File: src/hdl/orse_pkg.sv
// ----------------------------------------------------------------------------
// orse_pkg
// Shared types and constants for the search ROM decision engine.
// ----------------------------------------------------------------------------
package orse_pkg;

  localparam int unsigned CODE_BITS_DEF = 64;
  localparam int unsigned ROM_W         = 64;
  localparam int unsigned POS_W         = 7;
  localparam int unsigned DIFF_W        = 8;

  typedef enum logic {
    FUNC_START = 1'b0,
    FUNC_BIT   = 1'b1
  } func_e;

  typedef enum logic [1:0] {
    ST_MORE     = 2'd0,
    ST_LAST     = 2'd1,
    ST_NO_PRES  = 2'd2,
    ST_DATA_ERR = 2'd3
  } status_e;

  typedef struct packed {
    logic              func;
    logic              presence;
    logic [DIFF_W-1:0] start_diff;
    logic              id_bit;
    logic              cmp_bit;
  } item_t;

  typedef struct packed {
    logic             send_valid;
    logic             send_bit;
    logic             done_res;
    logic [1:0]       status;
    logic [POS_W-1:0] next_branch;
    logic [ROM_W-1:0] rom_code;
  } res_t;

endpackage

File: src/hdl/orse_decide.sv
// ----------------------------------------------------------------------------
// orse_decide
// Pass state and per-beat direction decision; result is combinational.
// ----------------------------------------------------------------------------
module orse_decide #(
  parameter int unsigned CODE_BITS = orse_pkg::CODE_BITS_DEF
) (
  input  logic           clk_i,
  input  logic           rst_ni,
  input  logic           acc_i,
  input  orse_pkg::item_t item_i,
  output orse_pkg::res_t  res_o
);
  import orse_pkg::*;

  logic [CODE_BITS-1:0] code_q, code_d;
  logic [POS_W-1:0]     cnt_q, cnt_d;
  logic [DIFF_W-1:0]    bprev_q, bprev_d;
  logic [POS_W-1:0]     bnext_q, bnext_d;
  logic                 pass_q, pass_d;

  logic                 dir_bit;
  logic                 take_one;
  logic [POS_W-1:0]     cnt_dec;
  logic [DIFF_W-1:0]    pos_ext;

  assign cnt_dec = cnt_q - POS_W'(1);
  assign pos_ext = DIFF_W'(cnt_q);

  // conflict rule: go 1 below the old branch, or follow an old 1 off the branch
  assign take_one = (bprev_q > pos_ext) || (code_q[0] && (bprev_q != pos_ext));
  assign dir_bit  = (!item_i.id_bit && !item_i.cmp_bit) ? take_one : item_i.id_bit;

  always_comb begin
    code_d  = code_q;
    cnt_d   = cnt_q;
    bprev_d = bprev_q;
    bnext_d = bnext_q;
    pass_d  = pass_q;
    res_o   = '0;

    if (item_i.func == FUNC_START) begin
      if (!item_i.presence) begin
        pass_d         = 1'b0;
        res_o.done_res = 1'b1;
        res_o.status   = ST_NO_PRES;
      end else begin
        pass_d  = 1'b1;
        cnt_d   = POS_W'(CODE_BITS);
        bprev_d = item_i.start_diff;
        bnext_d = '0;
      end
    end else if (pass_q) begin
      if (item_i.id_bit && item_i.cmp_bit) begin
        pass_d         = 1'b0;
        res_o.done_res = 1'b1;
        res_o.status   = ST_DATA_ERR;
      end else begin
        if (!item_i.id_bit && !item_i.cmp_bit && take_one) begin
          bnext_d = cnt_q;
        end
        code_d           = {dir_bit, code_q[CODE_BITS-1:1]};
        cnt_d            = cnt_dec;
        res_o.send_valid = 1'b1;
        res_o.send_bit   = dir_bit;
        if (cnt_dec == '0) begin
          pass_d            = 1'b0;
          res_o.done_res    = 1'b1;
          res_o.status      = (bnext_d != '0) ? ST_MORE : ST_LAST;
          res_o.next_branch = bnext_d;
        end
      end
    end
    res_o.rom_code = ROM_W'(code_d);
  end

  always_ff @(posedge clk_i or negedge rst_ni) begin
    if (!rst_ni) begin
      code_q  <= '0;
      cnt_q   <= '0;
      bprev_q <= '0;
      bnext_q <= '0;
      pass_q  <= 1'b0;
    end else if (acc_i) begin
      code_q  <= code_d;
      cnt_q   <= cnt_d;
      bprev_q <= bprev_d;
      bnext_q <= bnext_d;
      pass_q  <= pass_d;
    end
  end

  a_cnt_live: assert property (@(posedge clk_i) disable iff (!rst_ni)
    pass_q |-> (cnt_q != '0))
    else $error("pass running with zero bit position");

  a_cnt_step: assert property (@(posedge clk_i) disable iff (!rst_ni)
    (acc_i && item_i.func == FUNC_BIT && pass_q && !(item_i.id_bit && item_i.cmp_bit))
    |=> (cnt_q == $past(cnt_q) - POS_W'(1)))
    else $error("bit position did not step down");

  a_bnext_range: assert property (@(posedge clk_i) disable iff (!rst_ni)
    bnext_q <= POS_W'(CODE_BITS))
    else $error("branch position beyond code length");

  a_start_load: assert property (@(posedge clk_i) disable iff (!rst_ni)
    (acc_i && item_i.func == FUNC_START && item_i.presence)
    |=> (pass_q && cnt_q == POS_W'(CODE_BITS) && bnext_q == '0))
    else $error("start beat did not open a pass");

endmodule

File: src/hdl/orse_out_reg.sv
// ----------------------------------------------------------------------------
// orse_out_reg
// Result register; takes a new beat whenever it is empty or being drained.
// ----------------------------------------------------------------------------
module orse_out_reg (
  input  logic           clk_i,
  input  logic           rst_ni,
  input  logic           load_i,
  input  orse_pkg::res_t  res_i,
  input  logic           out_ready_i,
  output logic           can_load_o,
  output logic           out_valid_o,
  output orse_pkg::res_t  res_o
);
  import orse_pkg::*;

  logic valid_q, valid_d;
  res_t res_q;

  assign can_load_o  = !valid_q || out_ready_i;
  assign valid_d     = load_i || (valid_q && !out_ready_i);
  assign out_valid_o = valid_q;
  assign res_o       = res_q;

  always_ff @(posedge clk_i or negedge rst_ni) begin
    if (!rst_ni) begin
      valid_q <= 1'b0;
    end else begin
      valid_q <= valid_d;
    end
  end

  always_ff @(posedge clk_i) begin
    if (load_i) begin
      res_q <= res_i;
    end
  end

  a_no_overwrite: assert property (@(posedge clk_i) disable iff (!rst_ni)
    (valid_q && !out_ready_i) |-> !load_i)
    else $error("result beat overwritten while stalled");

  a_load_shows: assert property (@(posedge clk_i) disable iff (!rst_ni)
    load_i |=> valid_q)
    else $error("loaded beat not presented");

  a_hold_data: assert property (@(posedge clk_i) disable iff (!rst_ni)
    (valid_q && !out_ready_i) |=> (valid_q && $stable(res_q)))
    else $error("stalled result changed");

endmodule

File: src/hdl/onewire_rom_search_engine.sv
// ----------------------------------------------------------------------------
// onewire_rom_search_engine
// Direction decision for a search ROM pass; one beat per cycle unless stalled.
// ----------------------------------------------------------------------------
// result: a result beat appears in the cycle after its input beat is taken
// throughput: one beat per cycle unless stalled; the single result register is the only stage
// in_ready_o stays high while the result register is empty or being drained
// reset: pass idle, code register, bit position and branch positions cleared
module onewire_rom_search_engine #(
  parameter int unsigned CODE_BITS = orse_pkg::CODE_BITS_DEF
) (
  input  logic                            clk_i,
  input  logic                            rst_ni,
  input  logic                            in_valid_i,
  output logic                            in_ready_o,
  input  logic                            func_i,
  input  logic                            presence_i,
  input  logic [orse_pkg::DIFF_W-1:0]     start_diff_i,
  input  logic                            id_bit_i,
  input  logic                            cmp_bit_i,
  output logic                            out_valid_o,
  input  logic                            out_ready_i,
  output logic                            send_valid_o,
  output logic                            send_bit_o,
  output logic                            done_res_o,
  output logic [1:0]                      status_o,
  output logic [orse_pkg::POS_W-1:0]      next_branch_o,
  output logic [orse_pkg::ROM_W-1:0]      rom_code_o
);
  import orse_pkg::*;

  item_t item;
  res_t  res_c;
  res_t  res_r;
  logic  acc;
  logic  can_load;

  assign item.func       = func_i;
  assign item.presence   = presence_i;
  assign item.start_diff = start_diff_i;
  assign item.id_bit     = id_bit_i;
  assign item.cmp_bit    = cmp_bit_i;

  assign in_ready_o = can_load;
  assign acc        = in_valid_i && can_load;

  orse_decide #(
    .CODE_BITS (CODE_BITS)
  ) u_decide (
    .clk_i  (clk_i),
    .rst_ni (rst_ni),
    .acc_i  (acc),
    .item_i (item),
    .res_o  (res_c)
  );

  orse_out_reg u_out_reg (
    .clk_i       (clk_i),
    .rst_ni      (rst_ni),
    .load_i      (acc),
    .res_i       (res_c),
    .out_ready_i (out_ready_i),
    .can_load_o  (can_load),
    .out_valid_o (out_valid_o),
    .res_o       (res_r)
  );

  assign send_valid_o  = res_r.send_valid;
  assign send_bit_o    = res_r.send_bit;
  assign done_res_o    = res_r.done_res;
  assign status_o      = res_r.status;
  assign next_branch_o = res_r.next_branch;
  assign rom_code_o    = res_r.rom_code;

endmodule
File: config.mk
export PLATFORM = sky130hd
export DESIGN_NAME = onewire_rom_search_engine
export DESIGN_NICKNAME = d
export VERILOG_FILES = /design/src/hdl/orse_pkg.sv /design/src/hdl/orse_decide.sv /design/src/hdl/orse_out_reg.sv /design/src/hdl/onewire_rom_search_engine.sv
export SDC_FILE = /design/constraint.sdc
export NUM_CORES = 1
export LEC_CHECK = 0
export BUFFER_PORTS_ARGS = -buffer_cell sky130_fd_sc_hd__buf_2
export CORE_MARGIN = 5
export CORE_UTILIZATION = 60
export DETAILED_ROUTE_END_ITERATION = 12
export PLACE_DENSITY = 0.9
export SLEW_MARGIN = 10
export SYNTH_ARGS = -nofsm -noshare
export SYNTH_HDL_FRONTEND = slang
export SYNTH_SLANG_ARGS = --single-unit
File: constraint.sdc
create_clock -name clk_i -period 4.4 [get_ports clk_i]
set_input_delay 1.32 -clock clk_i [delete_from_list [all_inputs] [get_ports clk_i]]
set_output_delay 1.32 -clock clk_i [all_outputs]
set_load 0.02 [all_outputs]
# Word-level counts from Yosys, hierarchy flattened
# Index checks and enable logic that the tools add are counted.
# totals
reg_bits	164
latch_bits	0
ram_bits	0
romBits	0
in_bits	16
out_inout_bits	78
word_cells	70
memories	0
# op_classes
add_sub_neg	1
multipliers	0
div_mod_pow	0
n_lt_le_gt_ge	1
n_eq_ne	3
n_shift	0
mux	29
bitwise_logic	3
reduce_logical	21
# ops
op	n
$mux W64	3
$mux W7	13
$mux W10	2
$mux W3	3
$gt A8 B7 Y1	1
$ne A8 B7 Y1	1
$logic_not A7 Y1	1
$mux W1	7
$reduce_bool A7 Y1	1
$sub A7 B1 Y7 const B	1
$logic_and A1 B1 Y1	6
$logic_not A1 Y1	4
$reduce_and A4 Y1	1
$reduce_or A4 Y1	1
$logic_or A1 B1 Y1	3
$not A1 Y1	3
$reduce_and A3 Y1	1
$reduce_or A3 Y1	1
$mux W2	1
$ne A2 B1 Y1 const B	1
$ne A2 B2 Y1 const B	1
$reduce_and A2 Y1	1
$reduce_bool A2 Y1	1

# Depth between registers and ports, before layout
# Gate-level depths: netlist of run 1.
# depth
depth_word	14
mapped_depth	9
mapped_depth_nobuf	8

# By module
# Synthesis of run 1 repeated with hierarchy kept, for this count alone.
# unflattened
hier_cells	567
area_unflattened_um2	6926.6
# by_module_without_submodules
module	n_inst	cells_each	area_each_um2	seq_area_each_um2
orse_decide	1	487	4590.7	2177.1
orse_out_reg	1	79	2329.7	2307.2
onewire_rom_search_engine	1	1	6.3	0.0

# Worst setup path before layout of run 1
# OpenSTA, ideal clock, no wires.
# synth_path
kind	input-to-reg
startpoint	input port out_ready_i
endpoint	register u_decide.bnext_q[0]
setup_time_ps	121
arrival_time_ps	3599
t_required_ps	4279
slack_ps	680
cell_stages	8
path_buffers	1
path_cell_list	nand2b_2 > nand2_2 > inv_2 > nand3b_2 > and2_1 > clkbuf_1 > o21bai_2 > a22o_1
# synth_via
elab_chain_cells	3
# synth_rtl
item	line_no	rtl
from (decl)	onewire_rom_search_engine.sv:22	input logic out_ready_i,
$logic_or A1 B1 Y1	orse_out_reg.sv:20	assign can_load_o = !valid_q || out_ready_i;
$logic_and A1 B1 Y1	onewire_rom_search_engine.sv:45	assign acc = in_valid_i && can_load;
named net acc	onewire_rom_search_engine.sv:35	logic acc;
$reduce_and A4 Y1 (no line)	n/a	
to (signal assigned)	orse_decide.sv:88	bnext_q <= bnext_d;
to (decl)	orse_decide.sv:19	logic [POS_W-1:0] bnext_q, bnext_d;
# The timed path passes the listed nets, and every way through them passes these cells.
# A chain may end at the register's enable or synchronous reset.

# Worst setup path after layout of run 1
# layout_path
startpoint	input port out_ready_i
endpoint	output port in_ready_o
# layout_via
elab_chain_cells	1
# layout_rtl
item	line_no	rtl
$logic_or A1 B1 Y1	orse_out_reg.sv:20	
to (decl)	onewire_rom_search_engine.sv:15	output logic in_ready_o,
# Every way passes these cells.

==> tab_implementation.tex, run 1 <==
\begin{tabular}{lr}
\hline
Metric & Value \\
\hline
\multicolumn{2}{l}{\textbf{Clocking}} \\
CTS Root Cell & clkbuf\_16 \\
Clock Latency Late Sink & 0.42 ns \\
TritonCTS clock tree & done \\
Hold-fix buffer count after cts & 0 \\
TritonCTS buffer count & 17 \\
Number of buffers inserted to repair setup after CTS & 0 \\
Max Root-Sink Buffers & 2 \\
Number of H-tree branching levels & 4 \\
Cts repair resizes & 0 \\
Clock-pin transition on the worst setup and hold timing paths & roughly 0.06 ns \\
Number of sinks on the clock net & approximately 160 \\
\multicolumn{2}{l}{\textbf{Global routing}} \\
Initial antenna violation count & 0 \\
Vias in the first global route & about 5000 \\
Grt ovf & 0 \\
First-pass GRT wire length & about 24 mm \\
Pin count of the biggest net entering global routing & 79 \\
Total Routing Usage GR & 0.224 \\
\multicolumn{2}{l}{\textbf{Synthesis}} \\
Most area-consuming cells after synthesis & edfxtp\_1, dfrtp\_1, nand2\_1 \\
EDFF count, synth & between 70 and 80 \\
Top FF cell, synth & dfrtp\_1 \\
Cells after synthesis & 689 \\
Synthesis Warnings & 0 \\
Post-synthesis sequential area ratio & 0.652 \\
Summed instance area of the synthesized netlist & 6880 um2 \\
Top-area cell type share of the netlist area & 0.332 \\
Post-synthesis async set-or-reset flop share & 0.537 \\
Post-synthesis average cell area & $\sim$10 um2 \\
Yosys top cell by area & edfxtp\_1 \\
Post-synthesis sequential element count & around 160 \\
Distinct cell type count of the synthesized netlist & between 40 and 50 \\
Synth Net Count & 714 \\
\multicolumn{2}{l}{\textbf{STA}} \\
Number of failing hold endpoints at the final stage & 0 \\
Ratio of final minimum period to clock period & 0.701 \\
Setup clock skew after layout & between 0.01 and 0.015 ns \\
Final hold slack & roughly 0.51 ns \\
Number of pins with negative max-slew slack in the final report & 0 \\
Transition at the pin with the smallest max-transition slack & around 0.98 ns \\
Number of setup violations in the final report & 0 \\
Peak Freq & around 0.32 GHz \\
Setup WS post-layout & 1.32 ns \\
Setup repair after global routing missed its margin & false \\
Rel. slew slack & 0.346 \\
Minimum clock period after layout & between 3 and 4 ns \\
Sum Neg Setup Slack & 0 ns \\
\multicolumn{2}{l}{\textbf{Route}} \\
Post-DR vias/cell & between 5 and 6 \\
Detailed-route via count & 5006 \\
Antenna-violating nets left & 0 \\
Final WL & 14.1 mm \\
Count of TritonRoute iterations in the first routing pass & 5 \\
DRC violations left & 0 \\
Detail-routed net length per standard cell & 15.1 um \\
DR iter-0 viols & 440 \\
\multicolumn{2}{l}{\textbf{Critical path}} \\
Crit path max fanout & 3 \\
Reg-to-reg startpoint & u\_decide.cnt\_q[5]\$\_DFFE\_PN0P\_ \\
Setup slack of the most critical reg-to-reg path & around 1.9 ns \\
Critical Path Most Common Cell & buf\_2 \\
Critical path arrival & about 1.8 ns \\
Worst-path cell with the longest stage delay & nand2b\_2 \\
Worst Setup Start Kind & input port \\
WP data required & 3.08 ns \\
CP cell instances & buf\_2 > nand2b\_2 > buf\_2 \\
Setup CP Type & in -> out \\
Slowest stage delay, CP & 0.18 ns \\
End of the worst register-to-register path & u\_decide.bnext\_q[4]\$\_DFFE\_PN0P\_ \\
Worst setup EP type & output port \\
R2R depth & 9 \\
\multicolumn{2}{l}{\textbf{Cells and area}} \\
Area grow syn2layout & 17.1\% \\
Total non-filler cell area in the finished layout & about 8100 um2 \\
Post-Route Utilization & 0.712 \\
NumNets Final & $\sim$800 \\
Fraction of layout cells with a size suffix above 1 & 0.188 \\
Count of inserted antenna diode cells & 0 \\
\multicolumn{2}{l}{\textbf{Outcome}} \\
Result of the run & complete, no violations \\
\multicolumn{2}{l}{\textbf{Power and ir drop}} \\
Power density over cell area & around 470 nW/um2 \\
Maximum VDD drop & 0.297 mV \\
Leakage component of the power & roughly 0.004 uW \\
\multicolumn{2}{l}{\textbf{Floorplanning}} \\
Die area & around 14000 um2 \\
Number of top-level pins & 94 \\
Placeable core region & approximately 11000 um2 \\
Die outline width & approximately 120 um \\
Site Rows & 39 \\
Die extent in y & around 120 um \\
Initial core utilization & 0.608 \\
\multicolumn{2}{l}{\textbf{Placement}} \\
Weighted congestion at the end of routability-driven global placement & 0.836 \\
Post-Place Setup Slack & roughly 1.3 ns \\
Hpwl dp & 8.56 mm \\
Number of buffers added on ports & 93 \\
Post-placement cell area & approximately 7500 um2 \\
\multicolumn{2}{l}{\textbf{Worst hold path}} \\
Endpoint of the worst hold path & u\_decide.bprev\_q[0]\$\_DFFE\_PN0P\_ \\
Class of the tightest hold or removal check & reg -> reg \\
Count of cells along the worst hold path & 1 \\
Worst Hold Launch & u\_decide.bprev\_q[0]\$\_DFFE\_PN0P\_ \\
\multicolumn{2}{l}{\textbf{Run}} \\
Max-capacitance violation count & 0 \\
\hline
\end{tabular}
## power breakdown
part           switching (uW)  internal [uW]  total, uW
Clock                     575            949       1520
Sequential               79.4           1710       1790
Combinational             315            180        495
## flip-flops by register name, summed over array words and instances (netlist names)
name / count
u_decide.code_q: 64
u_decide.pass_q: 1
u_decide.bprev_q: 8
u_out_reg.res_o: 76
u_out_reg.out_valid_o: 1
u_decide.cnt_q: 7
u_decide.bnext_q: 7
## synthesized netlist by cell type, types with 2 or more instances
cell,count
a21oi_1,3
a22o_1,7
a22oi_1,2
and3_1,2
buf_1,11
buf_2,5
buf_6,2
clkbuf_1,14
dfrtp_1,88
edfxtp_1,76
ha_1,9
inv_1,8
inv_2,3
mux2_2,8
mux2i_1,8
nand2_1,382
nand2b_1,2
nand3_1,4
nand4_1,2
nor2_1,13
nor3_1,2
o211ai_1,2
o21ai_0,4
o21ai_1,10
or3_1,2
xnor2_1,2
## through the flow
stage	power (uW)	std cells
floorplan	2160	689
global placement	2270	900
detailed placement	2310	900
CTS	3830	932
global route	3970	932
finish	3810	932
## cell usage in the layout (no fill, tap or decap), drive strengths merged, types with 4 or more instances in the layout
master / Yosys / final
buf: 18 / 100
inv: 11 / 11
nand3: 4 / 4
bufinv: 0 / 4
a22o: 7 / 7
ha: 9 / 9
nor2: 13 / 13
clkinv: 0 / 5
mux2i: 8 / 8
mux2: 8 / 8
edfxtp: 76 / 76
dfrtp: 88 / 88
clkbuf: 14 / 22
nand2: 383 / 383
o21ai: 14 / 14
## cell families (layout without fill, tap and decap cells)
kind of cell,count (synthesis),after routing,share of synthesized area
simple gates,421,421,0.241
buf+inv,43,143,0.0266
flops,164,164,0.652
mux,16,16,0.0247
fa+ha+maj,9,9,0.0164
compound gates,33,33,0.0353
xor+xnor,3,3,0.00382
## worst max-delay path, delay by kind of cell
| kind | cells | cell delay (ns) |
|---|---|---|
| simple gates | 1 | 0.18 |
| buf+inv | 2 | 0.26 |
## area by class of cell
type / count / area [um2]
clock inverters: 10 / 159
repair buffers: 100 / 520
inverters: 11 / 42.5
clock buffers: 22 / 444
fillers: 763 / 3270
multi-input cells: 482 / 2230
well taps: 143 / 179
flip-flops and latches: 164 / 4480
## how the worst max path moves through the flow
stage | startpoint | to | slack (ns) | depth (start not counted)
after floorplan | out_ready_i | u_decide.bnext_q[0]$_DFFE_PN0P_ | 0.68 | 8
after global placement | out_ready_i | in_ready_o | 1.32 | 3
after detailed placement | out_ready_i | in_ready_o | 1.32 | 3
after CTS | out_ready_i | in_ready_o | 1.32 | 3
after global routing | out_ready_i | in_ready_o | 1.30 | 3
final | out_ready_i | in_ready_o | 1.32 | 3
## per-layer routing
metal / GRT usage / share of wire
met1: 0.284 / 0.40
met2: 0.378 / 0.53
met3: 0.0632 / 0.062
met4: 0.0680 / 0.013
met5: 0 / 0
Note: power is estimated with default switching activity, not from simulation.
==> run 2: changes to the inputs <==
- CORE_UTILIZATION: 60 -> 52
- PLACE_DENSITY: 0.9 -> 0.83
- clock period: 4.4 -> 2.5 ns (I/O delays scaled with it)
==> run 2 against run 1 <==
Against the previous run: utilization fell by 7.6 points; via count fell by 2.5%; first-iteration DRC count rose by 13%; setup slack got worse by 1.2 ns; non-clock buffer count rose by 18; register-to-register slack got worse by 1.8 ns; clock skew rose by 0.00080 ns; critical path depth rose by 4; largest power group unchanged.
==> tab_implementation.tex, run 2 (synthesized netlist as in run 1, its figures left out) <==
\begin{tabular}{lr}
\hline
Metric & Value \\
\hline
\multicolumn{2}{l}{\textbf{Floorplanning}} \\
Number of top-level pins & 94 (unchanged) \\
Die area & 15600 um2 (+14\%) \\
Die outline width & 125 um (+6.8\%) \\
Initial core utilization & 0.526 (-0.0819) \\
Die extent in y & 125 um (+6.8\%) \\
Placeable core region & 13100 um2 (+16\%) \\
Site Rows & 42 (+7.7\%) \\
\multicolumn{2}{l}{\textbf{Cells and area}} \\
Post-Route Utilization & 0.635 (-0.0760) \\
Most common cell after layout, fill and taps aside & nand2\_1 \\
Fill cell count & 1016 (+33\%) \\
Top library cells by usage in the layout, fill and taps aside & nand2\_1, buf\_2, dfrtp\_1 \\
NumNets Final & 820 (+2.4\%) \\
Area grow syn2layout & 20.9\% \\
Count of inserted antenna diode cells & 0 (unchanged) \\
Flip-flop count of the largest register, all copies and words added & 76 (unchanged) \\
Fraction of layout cells with a size suffix above 1 & 0.214 (+0.0265) \\
\multicolumn{2}{l}{\textbf{Critical path}} \\
Cell type group with the largest total delay on the critical path & compound AO/OA/AOI/OAI gates \\
Crit path max fanout & 6 (+3) \\
CP bufs+invs & 1 (-1) \\
Worst-path cell with the longest stage delay & a211oi\_2 \\
CP cell instances & inv\_1 > ha\_1 > nand4b\_1 > o21ai\_1 > a211oi\_2 > mux2i\_1 > nor2\_1 \\
WP data required & 2.67 ns (-0.41 ns) \\
Slowest stage delay, CP & 0.58 ns (+0.40 ns) \\
Critical path arrival & 2.57 ns (+0.81 ns) \\
Worst Setup Start Kind & flip-flop \\
Setup CP Type & reg -> reg \\
Worst setup EP type & flip-flop \\
\multicolumn{2}{l}{\textbf{STA}} \\
Peak Freq & 0.417 GHz \\
Final hold slack & 0.285 ns (-0.224 ns) \\
Number of pins with negative max-slew slack in the final report & 0 (unchanged) \\
Number of setup violations in the final report & 0 (unchanged) \\
Sum Neg Setup Slack & 0 ns (unchanged) \\
Ratio of final minimum period to clock period & 0.959 \\
Setup WS post-layout & 0.104 ns (-1.21 ns) \\
Minimum clock period after layout & between 2 and 2.5 ns \\
Transition at the pin with the smallest max-transition slack & 0.607 ns (-0.374 ns) \\
Setup clock skew after layout & 0.0109 ns (+0.000804 ns) \\
Rel. slew slack & 0.595 (+0.249) \\
Number of failing hold endpoints at the final stage & 0 (unchanged) \\
\multicolumn{2}{l}{\textbf{Global routing}} \\
Total Routing Usage GR & 0.178 (-0.0458) \\
Vias in the first global route & 4687 (-6.5\%) \\
Pin count of the biggest net entering global routing & 66 (-16\%) \\
First-pass GRT wire length & 22.6 mm (-4.8\%) \\
Initial antenna violation count & 0 (unchanged) \\
Grt ovf & 0 (unchanged) \\
\multicolumn{2}{l}{\textbf{Route}} \\
Routed length on met2 & 6.72 mm (-9.7\%) \\
Antenna-violating nets left & 0 (unchanged) \\
DRC violations left & 0 (unchanged) \\
Final WL & 13.5 mm (-4.5\%) \\
Routed wire length on met3 & 709 um (-19\%) \\
Post-DR vias/cell & 4.96 (-7.6\%) \\
Detailed-route via count & 4883 (-2.5\%) \\
Highest metal layer used by the detailed router & met4 \\
Routed metal-1 wire length & 5.77 mm (+2.7\%) \\
DR iter-0 viols & 497 (+13\%) \\
Count of TritonRoute iterations in the first routing pass & 5 (unchanged) \\
Detail-routed net length per standard cell & 13.7 um (-9.6\%) \\
\multicolumn{2}{l}{\textbf{Clocking}} \\
TritonCTS buffer count & 17 (unchanged) \\
TritonCTS clock tree & done \\
CTS Root Cell & clkbuf\_16 \\
Hold-fix buffer count after cts & 0 (unchanged) \\
Clock-pin transition on the worst setup and hold timing paths & 0.06 ns (about the same) \\
Clock Latency Late Sink & 0.43 ns (about the same) \\
Number of H-tree branching levels & 4 (unchanged) \\
Max Root-Sink Buffers & 2 (unchanged) \\
Number of sinks on the clock net & 164 (unchanged) \\
\multicolumn{2}{l}{\textbf{Power and ir drop}} \\
Leakage component of the power & 0.00415 uW (+2.6\%) \\
Maximum VDD drop & 0.396 mV (+34\%) \\
Power density over cell area & 813 nW/um2 (+72\%) \\
\multicolumn{2}{l}{\textbf{Outcome}} \\
Result of the run & complete, no violations \\
\multicolumn{2}{l}{\textbf{Placement}} \\
Number of buffers added on ports & 93 (unchanged) \\
Weighted congestion at the end of routability-driven global placement & 0.839 (+0.38\%) \\
Hpwl dp & 8.55 mm (about the same) \\
Post-Place Setup Slack & -0.263 ns (-1.58 ns) \\
\multicolumn{2}{l}{\textbf{Worst hold path}} \\
Class of the tightest hold or removal check & in -> async \\
\multicolumn{2}{l}{\textbf{Run}} \\
Max-capacitance violation count & 0 (unchanged) \\
\hline
\end{tabular}
-- run 2: layout make-up --
| class | count | area, um2 | area share |
|---|---|---|---|
| tap | 176 | 220 | 0.0265 |
| clock inverter | 14 | 163 | 0.0196 |
| clock buffer | 18 | 429 | 0.0516 |
| multi-input combinational | 483 | 2260 | 0.272 |
| sequential | 164 | 4480 | 0.539 |
| timing repair buffer | 118 | 706 | 0.0849 |
| inverter | 11 | 53.8 | 0.00647 |
-- run 2: through the flow --
step           area (um2)  power [uW]  cells
6_report             8320        6760    984
5_1_grt              8320        7060    984
4_1_cts              8260        6740    981
3_5_place_dp         7660        4160    949
3_3_place_gp         7660        4120    949
2_1_floorplan        6890        3800    689
-- run 2: power by group --
group	switching [uW]	total, uW	internal [uW]
logic	657	1080	426
clock network	1010	2570	1560
registers	94.2	3110	3010
-- run 2: final timing paths --
check	slack, ns	start	end	cells past startpoint
max in group asynchronous	1.57	rst_ni	u_decide.cnt_q[3]$_DFFE_PN0P_	2
setup / recovery	0.10	u_decide.cnt_q[6]$_DFFE_PN0P_	u_out_reg.res_o[69]$_SDFFCE_PP0P_	7
hold / removal	0.29	rst_ni	u_decide.code_q[41]$_DFFE_PN0P_	1
hold reg to reg	0.51	u_decide.bprev_q[0]$_DFFE_PN0P_	u_decide.bprev_q[0]$_DFFE_PN0P_	1
min in group clk_i	0.51	u_decide.bprev_q[0]$_DFFE_PN0P_	u_decide.bprev_q[0]$_DFFE_PN0P_	1
setup reg to reg	0.10	u_decide.cnt_q[6]$_DFFE_PN0P_	u_out_reg.res_o[69]$_SDFFCE_PP0P_	7
-- run 2: routing by layer --
metal	GRT usage	vias to the layer above
met1	0.221	2306
met4	0.0791	0
met3	0.0512	20
li1	-	2447
met5	0	-
met2	0.292	110
-- run 2: repair_timing --
action / 4_1_cts / 5_1_grt
gates cloned: 0 / 1
setup buffers: 0 / 2
setup endpoints to repair: 15 / 15
pin swaps: 0 / 3
resized for setup: 1 / 4
==> run 3: changes to the inputs <==
- CORE_ASPECT_RATIO: unset -> 1.1
==> run 3 against run 2 <==
Against the previous run: first-iteration DRC count fell by 27%; via count rose by 1.8%; register-to-register slack improved by 0.05 ns; die area barely moved; hold slack got worse by 0.081 ns; non-clock buffer count rose by 4; sequential share of layout area fell by 0.50 points; sequential cell count did not move; global-route usage rose by 1.0 points; setup slack improved by 0.053 ns; sequential power barely moved; critical path depth rose by 2.
==> tab_implementation.tex, run 3 (synthesized netlist as in run 1, its figures left out) <==
\begin{tabular}{lr}
\hline
Metric & Value \\
\hline
\multicolumn{2}{l}{\textbf{Outcome}} \\
Result of the run & complete, no violations \\
\multicolumn{2}{l}{\textbf{Placement}} \\
Weighted congestion at the end of routability-driven global placement & 0.861 (+2.7\%) \\
Number of buffers added on ports & 93 (unchanged) \\
Post-placement cell area & 7660 um2 (about the same) \\
Hpwl dp & 8.95 mm (+4.7\%) \\
Instance count after placement with tap cells included & 938 (-1.2\%) \\
Post-Place Setup Slack & -0.243 ns (+0.0193 ns) \\
\multicolumn{2}{l}{\textbf{Run}} \\
Max-capacitance violation count & 0 (unchanged) \\
\multicolumn{2}{l}{\textbf{Power and ir drop}} \\
Maximum VDD drop & 0.450 mV (+14\%) \\
Power density over cell area & 849 nW/um2 (+4.3\%) \\
Leakage component of the power & 0.00419 uW (+0.92\%) \\
\multicolumn{2}{l}{\textbf{Global routing}} \\
Met3 track utilization from global routing & 0.0357 (-0.0154) \\
Layer with the highest usage after global routing & met2 \\
Total Routing Usage GR & 0.188 (+0.00996) \\
GR Util met2 & 0.316 (+0.0242) \\
Initial antenna violation count & 0 (unchanged) \\
First-pass GRT wire length & 23.4 mm (+3.8\%) \\
Pin count of the biggest net entering global routing & 66 (unchanged) \\
Grt ovf & 0 (unchanged) \\
Global routing usage on met1 & 0.249 (+0.0284) \\
Vias in the first global route & 4842 (+3.3\%) \\
\multicolumn{2}{l}{\textbf{Critical path}} \\
CP bufs+invs & 2 (+1) \\
CP cell instances & inv\_1 > ha\_1 > a21o\_1 > a2111oi\_4 > and3\_1 > a211oi\_4 > buf\_12 > mux2i\_1 > o21ai\_1 \\
Setup slack of the most critical reg-to-reg path & 0.16 ns (+0.05 ns) \\
WP data required & 2.67 ns (about the same) \\
Worst Setup Start Kind & flip-flop \\
R2R depth & 9 (+2) \\
Crit path max fanout & 6 (unchanged) \\
Reg-to-reg startpoint & u\_decide.cnt\_q[5]\$\_DFFE\_PN0P\_ \\
Count of cell instances traversed by the critical path & 9 (+2) \\
Critical path arrival & 2.51 ns (-0.06 ns) \\
Worst setup EP type & flip-flop \\
End of the worst register-to-register path & u\_out\_reg.res\_o[71]\$\_SDFFCE\_PN0P\_ \\
Setup CP Type & reg -> reg \\
Cell type group with the largest total delay on the critical path & compound AO/OA/AOI/OAI gates \\
Worst-path cell with the longest stage delay & and3\_1 \\
Slowest stage delay, CP & 0.38 ns (-0.20 ns) \\
\multicolumn{2}{l}{\textbf{Clocking}} \\
Number of sinks on the clock net & 164 (unchanged) \\
Clock Latency Late Sink & 0.42 ns (about the same) \\
Number of H-tree branching levels & 4 (unchanged) \\
Max Root-Sink Buffers & 2 (unchanged) \\
CTS Root Cell & clkbuf\_16 \\
Clock-pin transition on the worst setup and hold timing paths & 0.06 ns (about the same) \\
TritonCTS clock tree & done \\
TritonCTS buffer count & 17 (unchanged) \\
\multicolumn{2}{l}{\textbf{Cells and area}} \\
Final Non-Filler Cells & 973 (-1.1\%) \\
NumNets Final & 824 (+0.49\%) \\
Flip-flop count of the largest register, all copies and words added & 76 (unchanged) \\
Post-Route Utilization & 0.641 (+0.00507) \\
Most common cell after layout, fill and taps aside & nand2\_1 \\
Fill cell count & 1010 (-0.59\%) \\
Top library cells by usage in the layout, fill and taps aside & nand2\_1, buf\_2, dfrtp\_1 \\
Fraction of layout cells with a size suffix above 1 & 0.216 (+0.00141) \\
Total non-filler cell area in the finished layout & 8390 um2 (+0.93\%) \\
Count of inserted antenna diode cells & 0 (unchanged) \\
Area grow syn2layout & 22.0\% \\
\multicolumn{2}{l}{\textbf{STA}} \\
Minimum clock period after layout & 2.34 ns (-0.0527 ns) \\
Setup WS post-layout & 0.156 ns (+0.0527 ns) \\
Peak Freq & 0.427 GHz (+2.2\%) \\
Number of failing hold endpoints at the final stage & 0 (unchanged) \\
Setup repair after global routing missed its margin & false \\
Ratio of final minimum period to clock period & 0.937 (-0.0211) \\
Rel. slew slack & 0.653 (+0.0578) \\
Transition at the pin with the smallest max-transition slack & 0.518 ns (-0.0890 ns) \\
Number of pins with negative max-slew slack in the final report & 0 (unchanged) \\
Setup clock skew after layout & 0.00819 ns (-0.00274 ns) \\
Number of setup violations in the final report & 0 (unchanged) \\
\multicolumn{2}{l}{\textbf{Route}} \\
Count of TritonRoute iterations in the first routing pass & 5 (unchanged) \\
Detail-routed net length per standard cell & 14.4 um (+4.9\%) \\
Final WL & 14.0 mm (+3.8\%) \\
Post-DR vias/cell & 5.11 (+3.0\%) \\
DRC violations left & 0 (unchanged) \\
Antenna-violating nets left & 0 (unchanged) \\
Detailed-route via count & 4972 (+1.8\%) \\
DR iter-0 viols & 364 (-27\%) \\
\multicolumn{2}{l}{\textbf{Floorplanning}} \\
Placeable core region & 13100 um2 (+0.13\%) \\
Number of top-level pins & 94 (unchanged) \\
Die area & 15600 um2 (about the same) \\
Initial core utilization & 0.525 (-0.000703) \\
Die outline width & 120 um (-4.3\%) \\
Site Rows & 44 (+4.8\%) \\
Die extent in y & 131 um (+4.5\%) \\
\multicolumn{2}{l}{\textbf{Worst hold path}} \\
Class of the tightest hold or removal check & in -> async \\
\hline
\end{tabular}
## run 3: what timing repair did
| action | in CTS | in global routing |
|---|---|---|
| setup buffers | 0 | 2 |
| setup endpoints to repair | 15 | 15 |
| gates cloned | 0 | 1 |
| pin swaps | 0 | 2 |
| hold buffers | 0 | 0 |
| resized for setup | 1 | 4 |
| hold endpoints to repair | 0 | 0 |
## run 3: layout make-up
| type | instances | area, um2 | area share |
|---|---|---|---|
| Tap cell | 161 | 201 | 0.0240 |
| Sequential cell | 164 | 4480 | 0.534 |
| Multi-Input combinational cell | 483 | 2270 | 0.270 |
| Clock buffer | 19 | 433 | 0.0516 |
| Timing Repair Buffer | 122 | 723 | 0.0862 |
| Inverter | 11 | 53.8 | 0.00641 |
| Clock inverter | 13 | 231 | 0.0276 |
## run 3: report_power, final
part / total (uW) / switching [uW] / internal (uW)
logic: 1100 / 669 / 435
registers: 3110 / 100 / 3010
clock network: 2910 / 1030 / 1870
## run 3: through the flow
stage | total power, uW | setup TNS, ns | hold WS (ns)
2_1_floorplan | 3800 | 0 | 0.454
3_3_place_gp | 4140 | -2.54 | 0.489
3_5_place_dp | 4170 | -3.07 | 0.495
4_1_cts | 7090 | 0 | 0.199
5_1_grt | 7380 | 0 | 0.209
6_report | 7120 | 0 | 0.204
## run 3: worst max-delay path by stage
stage	startpoint	endpoint	slack, ns
after floorplan	out_ready_i	u_decide.bnext_q[0]$_DFFE_PN0P_	0.03
after global routing	u_decide.cnt_q[5]$_DFFE_PN0P_	u_out_reg.res_o[71]$_SDFFCE_PN0P_	0.02
final	u_decide.cnt_q[5]$_DFFE_PN0P_	u_out_reg.res_o[71]$_SDFFCE_PN0P_	0.16
after detailed placement	cmp_bit_i	u_decide.bnext_q[1]$_DFFE_PN0P_	-0.24
after global placement	cmp_bit_i	u_decide.bnext_q[5]$_DFFE_PN0P_	-0.19
after CTS	u_decide.cnt_q[6]$_DFFE_PN0P_	u_decide.bnext_q[1]$_DFFE_PN0P_	0.03
## run 3: layer usage
layer,part of all wire,wire length (um)
met1,0.44,6110
met2,0.51,7130
met3,0.039,541
met5,0,0
met4,0.014,191
